--- config.mk ---
export PLATFORM = sky130hd
export DESIGN_NAME = pfe_front
export DESIGN_NICKNAME = d
export VERILOG_FILES = /design/src/pfe_pkg.sv /design/src/pfe_front.sv
export SDC_FILE = /design/constraint.sdc
export NUM_CORES = 1
export LEC_CHECK = 0
export ABC_AREA = 0
export BUFFER_PORTS_ARGS = -buffer_cell sky130_fd_sc_hd__clkbuf_2
export CORE_MARGIN = 4
export CORE_UTILIZATION = 62
export CTS_CLUSTER_DIAMETER = 30
export CTS_CLUSTER_SIZE = 24
export DETAILED_ROUTE_END_ITERATION = 6
export PLACE_DENSITY_LB_ADDON = 0.05
export SETUP_SLACK_MARGIN = 0.4
export SYNTH_ARGS = -nofsm -noshare
export SYNTH_HDL_FRONTEND = slang
export SYNTH_SLANG_ARGS = --single-unit
--- constraint.sdc ---
create_clock -name clk -period 6.2 [get_ports clk]
set_input_delay 1.55 -clock clk [delete_from_list [all_inputs] [get_ports clk]]
set_output_delay 1.55 -clock clk [all_outputs]
set_load 0.01 [all_outputs]
--- src/pfe_pkg.sv ---
// package for the postfix expression evaluator
// types, constants and fixed-point helpers shared by front and back end
`timescale 1ns / 1ps
package pfe_pkg;

	localparam int STACK_DEPTH = 16;
	localparam int TOKEN_CHARS = 19;
	localparam int FRAC_BITS   = 32;
	localparam int MAX_FDIG    = 18;
	localparam int SP_W        = $clog2(STACK_DEPTH + 1);
	localparam int IDX_W       = $clog2(STACK_DEPTH);
	localparam int TC_W        = $clog2(TOKEN_CHARS + 1);
	localparam int Q_DEPTH     = 4;
	localparam int QP_W        = $clog2(Q_DEPTH);

	localparam logic [7:0] CH_MINUS = 8'h2d;
	localparam logic [7:0] CH_PLUS  = 8'h2b;
	localparam logic [7:0] CH_STAR  = 8'h2a;
	localparam logic [7:0] CH_SLASH = 8'h2f;
	localparam logic [7:0] CH_SPACE = 8'h20;
	localparam logic [7:0] CH_NUL   = 8'h00;
	localparam logic [7:0] CH_DOT   = 8'h2e;
	localparam logic [7:0] CH_ZERO  = 8'h30;
	localparam logic [7:0] CH_NINE  = 8'h39;

	localparam logic [63:0] SIGN64 = 64'h8000000000000000;
	localparam logic [63:0] MAXPOS = 64'h7fffffffffffffff;

	typedef enum logic [2:0] {
		ST_OK    = 3'd0,
		ST_EMPTY = 3'd1,
		ST_UNDER = 3'd2,
		ST_OVER  = 3'd3,
		ST_DIV   = 3'd4
	} status_t;

	// operations handed from front to back end
	typedef enum logic [2:0] {
		OP_PUSH,
		OP_ADD,
		OP_SUB,
		OP_MUL,
		OP_DIV,
		OP_NONE
	} op_t;

	// one queue entry: operation, raw token fields, end-of-line mark
	typedef struct packed {
		op_t         op;
		logic        neg;
		logic [31:0] ipart;
		logic [63:0] frac;
		logic [4:0]  fdig;
		logic        last;
	} cmd_t;

	typedef enum logic [3:0] {
		BS_IDLE,
		BS_POP,
		BS_ARITH,
		BS_MUL1,
		BS_MUL2,
		BS_DIV,
		BS_DIVRND,
		BS_TOK,
		BS_TOKRND,
		BS_PUSH,
		BS_RESULT
	} bstate_t;

	// powers of ten for the fraction digit counts
	function automatic logic [63:0] pow10(input logic [4:0] n);
		logic [63:0] p;
		case (n)
			5'd1:    p = 64'd10;
			5'd2:    p = 64'd100;
			5'd3:    p = 64'd1000;
			5'd4:    p = 64'd10000;
			5'd5:    p = 64'd100000;
			5'd6:    p = 64'd1000000;
			5'd7:    p = 64'd10000000;
			5'd8:    p = 64'd100000000;
			5'd9:    p = 64'd1000000000;
			5'd10:   p = 64'd10000000000;
			5'd11:   p = 64'd100000000000;
			5'd12:   p = 64'd1000000000000;
			5'd13:   p = 64'd10000000000000;
			5'd14:   p = 64'd100000000000000;
			5'd15:   p = 64'd1000000000000000;
			5'd16:   p = 64'd10000000000000000;
			5'd17:   p = 64'd100000000000000000;
			5'd18:   p = 64'd1000000000000000000;
			default: p = 64'd1;
		endcase
		return p;
	endfunction

	function automatic logic [63:0] magnitude(input logic [63:0] v);
		return v[63] ? (~v + 64'd1) : v;
	endfunction

	function automatic logic [63:0] from_mag(input logic neg, input logic [63:0] mag,
		input logic ovf);
		if (neg)
			return (ovf || mag > SIGN64) ? SIGN64 : (~mag + 64'd1);
		return (ovf || mag > MAXPOS) ? MAXPOS : mag;
	endfunction

endpackage

--- src/pfe_front.sv ---
// front end: classifies characters and collects number tokens
// depends on pfe_pkg; feeds commands into the queue
`timescale 1ns / 1ps
module pfe_front import pfe_pkg::*; (
	input  logic       clk,
	input  logic       arst_n,
	input  logic [7:0] char_code,
	input  logic       line_end,
	input  logic       in_valid,
	output logic       in_ready,
	output cmd_t       cmd,
	output logic       cmd_valid,
	input  logic       cmd_ready
);

	logic        pend_q, neg_q, point_q, stop_q, start_q, minus_q;
	logic [31:0] int_q;
	logic [63:0] frac_q;
	logic [4:0]  fdig_q;
	logic [TC_W-1:0] chars_q;

	// token registers after the character, and the command it emits
	logic        pend_d, neg_d, point_d, stop_d, start_d, minus_d;
	logic [31:0] int_d;
	logic [63:0] frac_d;
	logic [4:0]  fdig_d;
	logic [TC_W-1:0] chars_d;
	op_t         op_d;
	logic        tneg;
	logic [31:0] tint;
	logic [63:0] tfrac;
	logic [4:0]  tfdig;
	logic [35:0] t10;
	logic        hold_sub;

	// a deferred minus before a space or nul sends its subtract first,
	// the character itself is taken afterwards, once the queue is ready
	assign hold_sub = minus_q && (char_code == CH_SPACE || char_code == CH_NUL);
	assign in_ready = cmd_ready && !hold_sub;

	always_comb begin
		pend_d = pend_q; neg_d = neg_q; point_d = point_q; stop_d = stop_q;
		start_d = start_q; minus_d = minus_q; int_d = int_q; frac_d = frac_q;
		fdig_d = fdig_q; chars_d = chars_q; op_d = OP_NONE; t10 = '0;
		tneg = neg_q; tint = int_q; tfrac = frac_q; tfdig = fdig_q;
		// deferred minus joins the token ahead of the character
		if (minus_q && !hold_sub) begin
			minus_d = 1'b0;
			if (chars_d < TC_W'(TOKEN_CHARS)) begin
				chars_d = chars_d + 1'b1;
				pend_d = 1'b1;
				if (!stop_d && !start_d) begin
					start_d = 1'b1;
					neg_d = 1'b1;
				end else if (!stop_d) begin
					stop_d = 1'b1;
				end
			end
		end
		// the character proper
		if (char_code == CH_MINUS) begin
			if (line_end) op_d = OP_SUB;
			else minus_d = 1'b1;
		end else if (char_code == CH_PLUS) begin
			op_d = OP_ADD;
		end else if (char_code == CH_STAR) begin
			op_d = OP_MUL;
		end else if (char_code == CH_SLASH) begin
			op_d = OP_DIV;
		end else if (char_code == CH_SPACE) begin
			tneg = neg_d; tint = int_d; tfrac = frac_d; tfdig = fdig_d;
			op_d = pend_d ? OP_PUSH : OP_NONE;
			pend_d = 1'b0; neg_d = 1'b0; point_d = 1'b0; stop_d = 1'b0;
			start_d = 1'b0; int_d = '0; frac_d = '0; fdig_d = '0; chars_d = '0;
		end else if (chars_d < TC_W'(TOKEN_CHARS)) begin
			chars_d = chars_d + 1'b1;
			pend_d = 1'b1;
			// leading whitespace codes are skipped, the parse halts at a bad character
			if (!stop_d && !(!start_d && (char_code inside {[8'd9:8'd13]}))) begin
				start_d = 1'b1;
				if (char_code inside {[CH_ZERO:CH_NINE]}) begin
					if (point_d) begin
						if (fdig_d < 5'(MAX_FDIG)) begin
							frac_d = {frac_d[60:0], 3'b0} + {frac_d[62:0], 1'b0}
								+ {56'd0, char_code - CH_ZERO};
							fdig_d = fdig_d + 1'b1;
						end
					end else begin
						t10 = {4'd0, int_d} * 36'd10 + {28'd0, char_code - CH_ZERO};
						int_d = (t10 > 36'h0ffffffff) ? 32'hffffffff : t10[31:0];
					end
				end else if (char_code == CH_DOT && !point_d) begin
					point_d = 1'b1;
				end else begin
					stop_d = 1'b1;
				end
			end
		end
	end

	// command sent this cycle
	always_comb begin
		cmd.op    = hold_sub ? OP_SUB : op_d;
		cmd.neg   = tneg;
		cmd.ipart = tint;
		cmd.frac  = tfrac;
		cmd.fdig  = tfdig;
		cmd.last  = line_end && !hold_sub;
		cmd_valid = in_valid && (hold_sub || op_d != OP_NONE || line_end);
	end

	always_ff @(posedge clk or negedge arst_n) begin
		if (!arst_n) begin
			pend_q <= 1'b0; neg_q <= 1'b0; point_q <= 1'b0; stop_q <= 1'b0;
			start_q <= 1'b0; minus_q <= 1'b0; int_q <= '0; frac_q <= '0;
			fdig_q <= '0; chars_q <= '0;
		end else if (in_valid && cmd_ready) begin
			if (hold_sub) begin
				minus_q <= 1'b0;
			end else if (line_end) begin
				pend_q <= 1'b0; neg_q <= 1'b0; point_q <= 1'b0; stop_q <= 1'b0;
				start_q <= 1'b0; minus_q <= 1'b0; int_q <= '0; frac_q <= '0;
				fdig_q <= '0; chars_q <= '0;
			end else begin
				pend_q <= pend_d; neg_q <= neg_d; point_q <= point_d; stop_q <= stop_d;
				start_q <= start_d; minus_q <= minus_d; int_q <= int_d;
				frac_q <= frac_d; fdig_q <= fdig_d; chars_q <= chars_d;
			end
		end
	end

endmodule

==> reports/qor.csv <==
stage,metric,value,unit
routing,DR WL met3,1.74,mm
die,Core ar.,0.0196,mm²
place,Post-DP Area,0.0132,mm²
synthesis,count of cell types in the netlist,85,
setup_path,CP cell instances,"clkbuf_2, ha_1, xnor2_1, inv_1, fa_1, inv_1, ha_1, a21o_1, a21oi_1, a21oi_1, a221oi_2, o311ai_0, a211o_1, a31oi_1, o21ai_0, a31oi_1, xor2_1, o31ai_1",
finish,Nets,1780,
clock_network,Sink Count,112,
finish,Layout fillers,1679,
clock_network,root buffer cell,clkbuf_16,
setup_path,Worst setup SP type,input pin,
finish,fin cells,1838,
global_routing,antenna violations before repair,1,
routing,Pre-Repair DR Iteration Count,5,
routing,DRC Markers,0,
power_and_ir_drop,leakage power,6.74,nW
finish,design area,0.0135,mm²
routing,remaining antenna violation count,0,
sta,# setup viols final,0,
finish,"Area growth, synth to finish",8.41,%
setup_path,cell family with most CP delay,compound AO/OA/AOI/OAI gates,
setup_path,crit-path max cell delay,490,ps
clock_network,worst skew pair latency,370,ps
sta,clk_skew,14.4,ps
clock_network,"Clk pin slew, worst setup/hold paths",80,ps
setup_path,"Max FO, Critical Path",5,
die,die area,0.0224,mm²
finish,register area,0.00280,mm²
run,Max Cap Viol,0,
synthesis,Post-Syn Instances,1495,
die,I/O pin count,121,
synthesis,Avg Synthesized Cell Area,8.32,µm²
sta,Final Hold Fails,0,
routing,highest routed layer,met4,
sta,setup ws final,721,ps
die,chip width,150,µm
power_and_ir_drop,peak supply drop,0.428,mV
synthesis,Post-Syn Area,0.0124,mm²
sta,TNS Setup,0,ps
setup_path,"Slowest-stage cell, CP",fa_1,
sta,RSZ-0062 raised after global routing,no,
finish,most frequent cells in the layout,"ha_1 (192), nand2_1 (186), clkbuf_2 (119)",
run_status,status,"complete, no violations",
routing,Wirelength per Cell,18.2,µm
finish,fraction of layout cells with a size suffix above 1,0.113,
clock_network,CTS buffer count,9,
global_routing,GRT Util Overall,0.302,
synthesis,ys async rst share,1.00,
synthesis,Ys Warns,0,
synthesis,Mapped Nets,1708,
finish,"most common cell after layout, fill and taps aside",ha_1,
setup_path,Required @ worst endpoint,6470,ps
global_routing,gr ovfl total,0,
sta,Max Fclk,183,MHz
sta,Worst-Margin Slew,840,ps
sta,clock period minus worst slack,5480,ps
clock_network,Clock Path Buffers,2,
routing,DR WL met2,16.4,mm
sta,slew margin rel.,0.440,
clock_network,H-tree depth,3,
die,# rows,51,
global_routing,vias in the first global route,11226,
routing,detail-routed via count per cell,6.34,
setup_path,Crit path buffers/inverters,3,
place,dpl ws,321,ps
routing,Vias,11651,
place,IO Port Bufs,120,
hold_path,worst min path class,reg -> reg,
power_and_ir_drop,PwrDens,493,mW/mm²
routing,Post-Route M1 WL,14.6,mm
global_routing,largest net degree at the start of global routing,66,
clock_network,TritonCTS clock tree,built,
die,Starting Density,0.635,
clock_network,CTS Hold Bufs,0,
die,die height,150,µm
place,gpl congestion,0.943,
synthesis,main flop type after synthesis,dfrtp_1,
routing,Total Wirelength,33.5,mm
setup_path,WP data arrival,5750,ps
place,DP Cell Count,1821,
routing,Detailed Route Iter0 Violations,800,
sta,Final Cycle Share,0.884,
synthesis,"flops & latches, synth",112,
global_routing,first-pass GRT wire length,55.8,mm
synthesis,post-synthesis sequential area ratio,0.225,
sta,Final Max Tran Viols,0,
place,DP Wirelength,25.9,mm
finish,multi-input logic area,0.00919,mm²
synthesis,number of flops mapped to enable cells by yosys,0,
setup_path,CP Capture Type,register,
setup_path,crit path kind,in -> reg,
==> path summary, 6_finish.rpt <==
| check | start | endpoint | slack (ps) | cells after the start |
|---|---|---|---|---|
| worst max-delay path | char_code[5] | frac_q[44] | 720 | 18 |
| worst min-delay path | pend_q | pend_q | 510 | 2 |
| worst max register to register | int_q[1] | int_q[14] | 990 | 15 |
| worst min register to register | pend_q | pend_q | 510 | 2 |
| max in group asynchronous | arst_n | frac_q[6] | 3760 | 2 |
| min in group asynchronous | arst_n | frac_q[25] | 1260 | 1 |
==> where the power goes <==
part / switching [mW] / internal (mW)
sequential: 0.291 / 0.937
combinational: 2.95 / 1.89
clock: 0.301 / 0.291
==> sequential cells by signal, summed over array words and instances (netlist names) <==
register and count:
chars_q 5, fdig_q 5, frac_q 64, int_q 32, minus_q 1, neg_q 1
pend_q 1, point_q 1, start_q 1, stop_q 1
==> timing repair <==
item / 4_1_cts / 5_1_grt
resized for setup: 0 / 1
setup endpoints to repair: 0 / 2
setup buffers: 0 / 0
endpoints found under the hold margin: 0 / 0
==> area by class of cell <==
cell class                      instances  share of cell area
Multi-Input combinational cell       1270               0.681
Sequential cell                       112               0.208
Timing Repair Buffer                  132              0.0532
Tap cell                              265              0.0246
Clock buffer                           10              0.0177
Inverter                               42              0.0117
Clock inverter                          6             0.00371
Antenna cell                            1            0.000185
==> routing by layer <==
metal / global-route usage / up-vias
li1: - / 5696
met1: 0.393 / 5553
met2: 0.528 / 343
met3: 0.0327 / 59
met4: 0.0947 / 0
met5: 0 / -
==> synthesized netlist by cell type, drive strengths merged, types with 16 or more instances <==
cell | count | area share
ha | 192 | 0.19
nand2 | 187 | 0.056
a21oi | 117 | 0.049
dfrtp | 112 | 0.23
o21ai | 102 | 0.041
nor2 | 81 | 0.024
xnor2 | 62 | 0.044
clkbuf | 55 | 0.017
a21o | 53 | 0.032
o31ai | 46 | 0.028
xor2 | 45 | 0.032
inv | 42 | 0.013
a22o | 34 | 0.024
nand3 | 34 | 0.014
nand4 | 26 | 0.014
nor3 | 23 | 0.010
and2 | 18 | 0.0090
and3 | 17 | 0.0085
o211ai | 17 | 0.010
buf | 16 | 0.0091
==> logic make-up (layout without fill, tap and decap cells) <==
family          after synthesis  count (layout)  share of synthesized area
compound gates              491             491                      0.267
xor+xnor                    107             107                     0.0753
fa+ha+maj                   200             200                      0.206
buf+inv                     113             190                     0.0385
flops                       112             112                      0.225
mux                           5               5                    0.00402
other cells                   0               1                          0
simple gates                467             467                      0.184
==> tightest hold or removal path: stages, from the launching register on <==
cell     delay, ps
dfrtp_1        350
nor2_1          50
nor2_1          80
==> metrics by stage <==
step	utilization	power [mW]	hold slack (ps)
after detailed placement	0.674	5.99	488
after floorplan	-	4.81	461
after CTS	0.688	6.63	518
after global placement	0.674	5.90	477
after global routing	0.689	7.28	529
final	0.689	6.66	509
(Power assumes the default switching activity.)
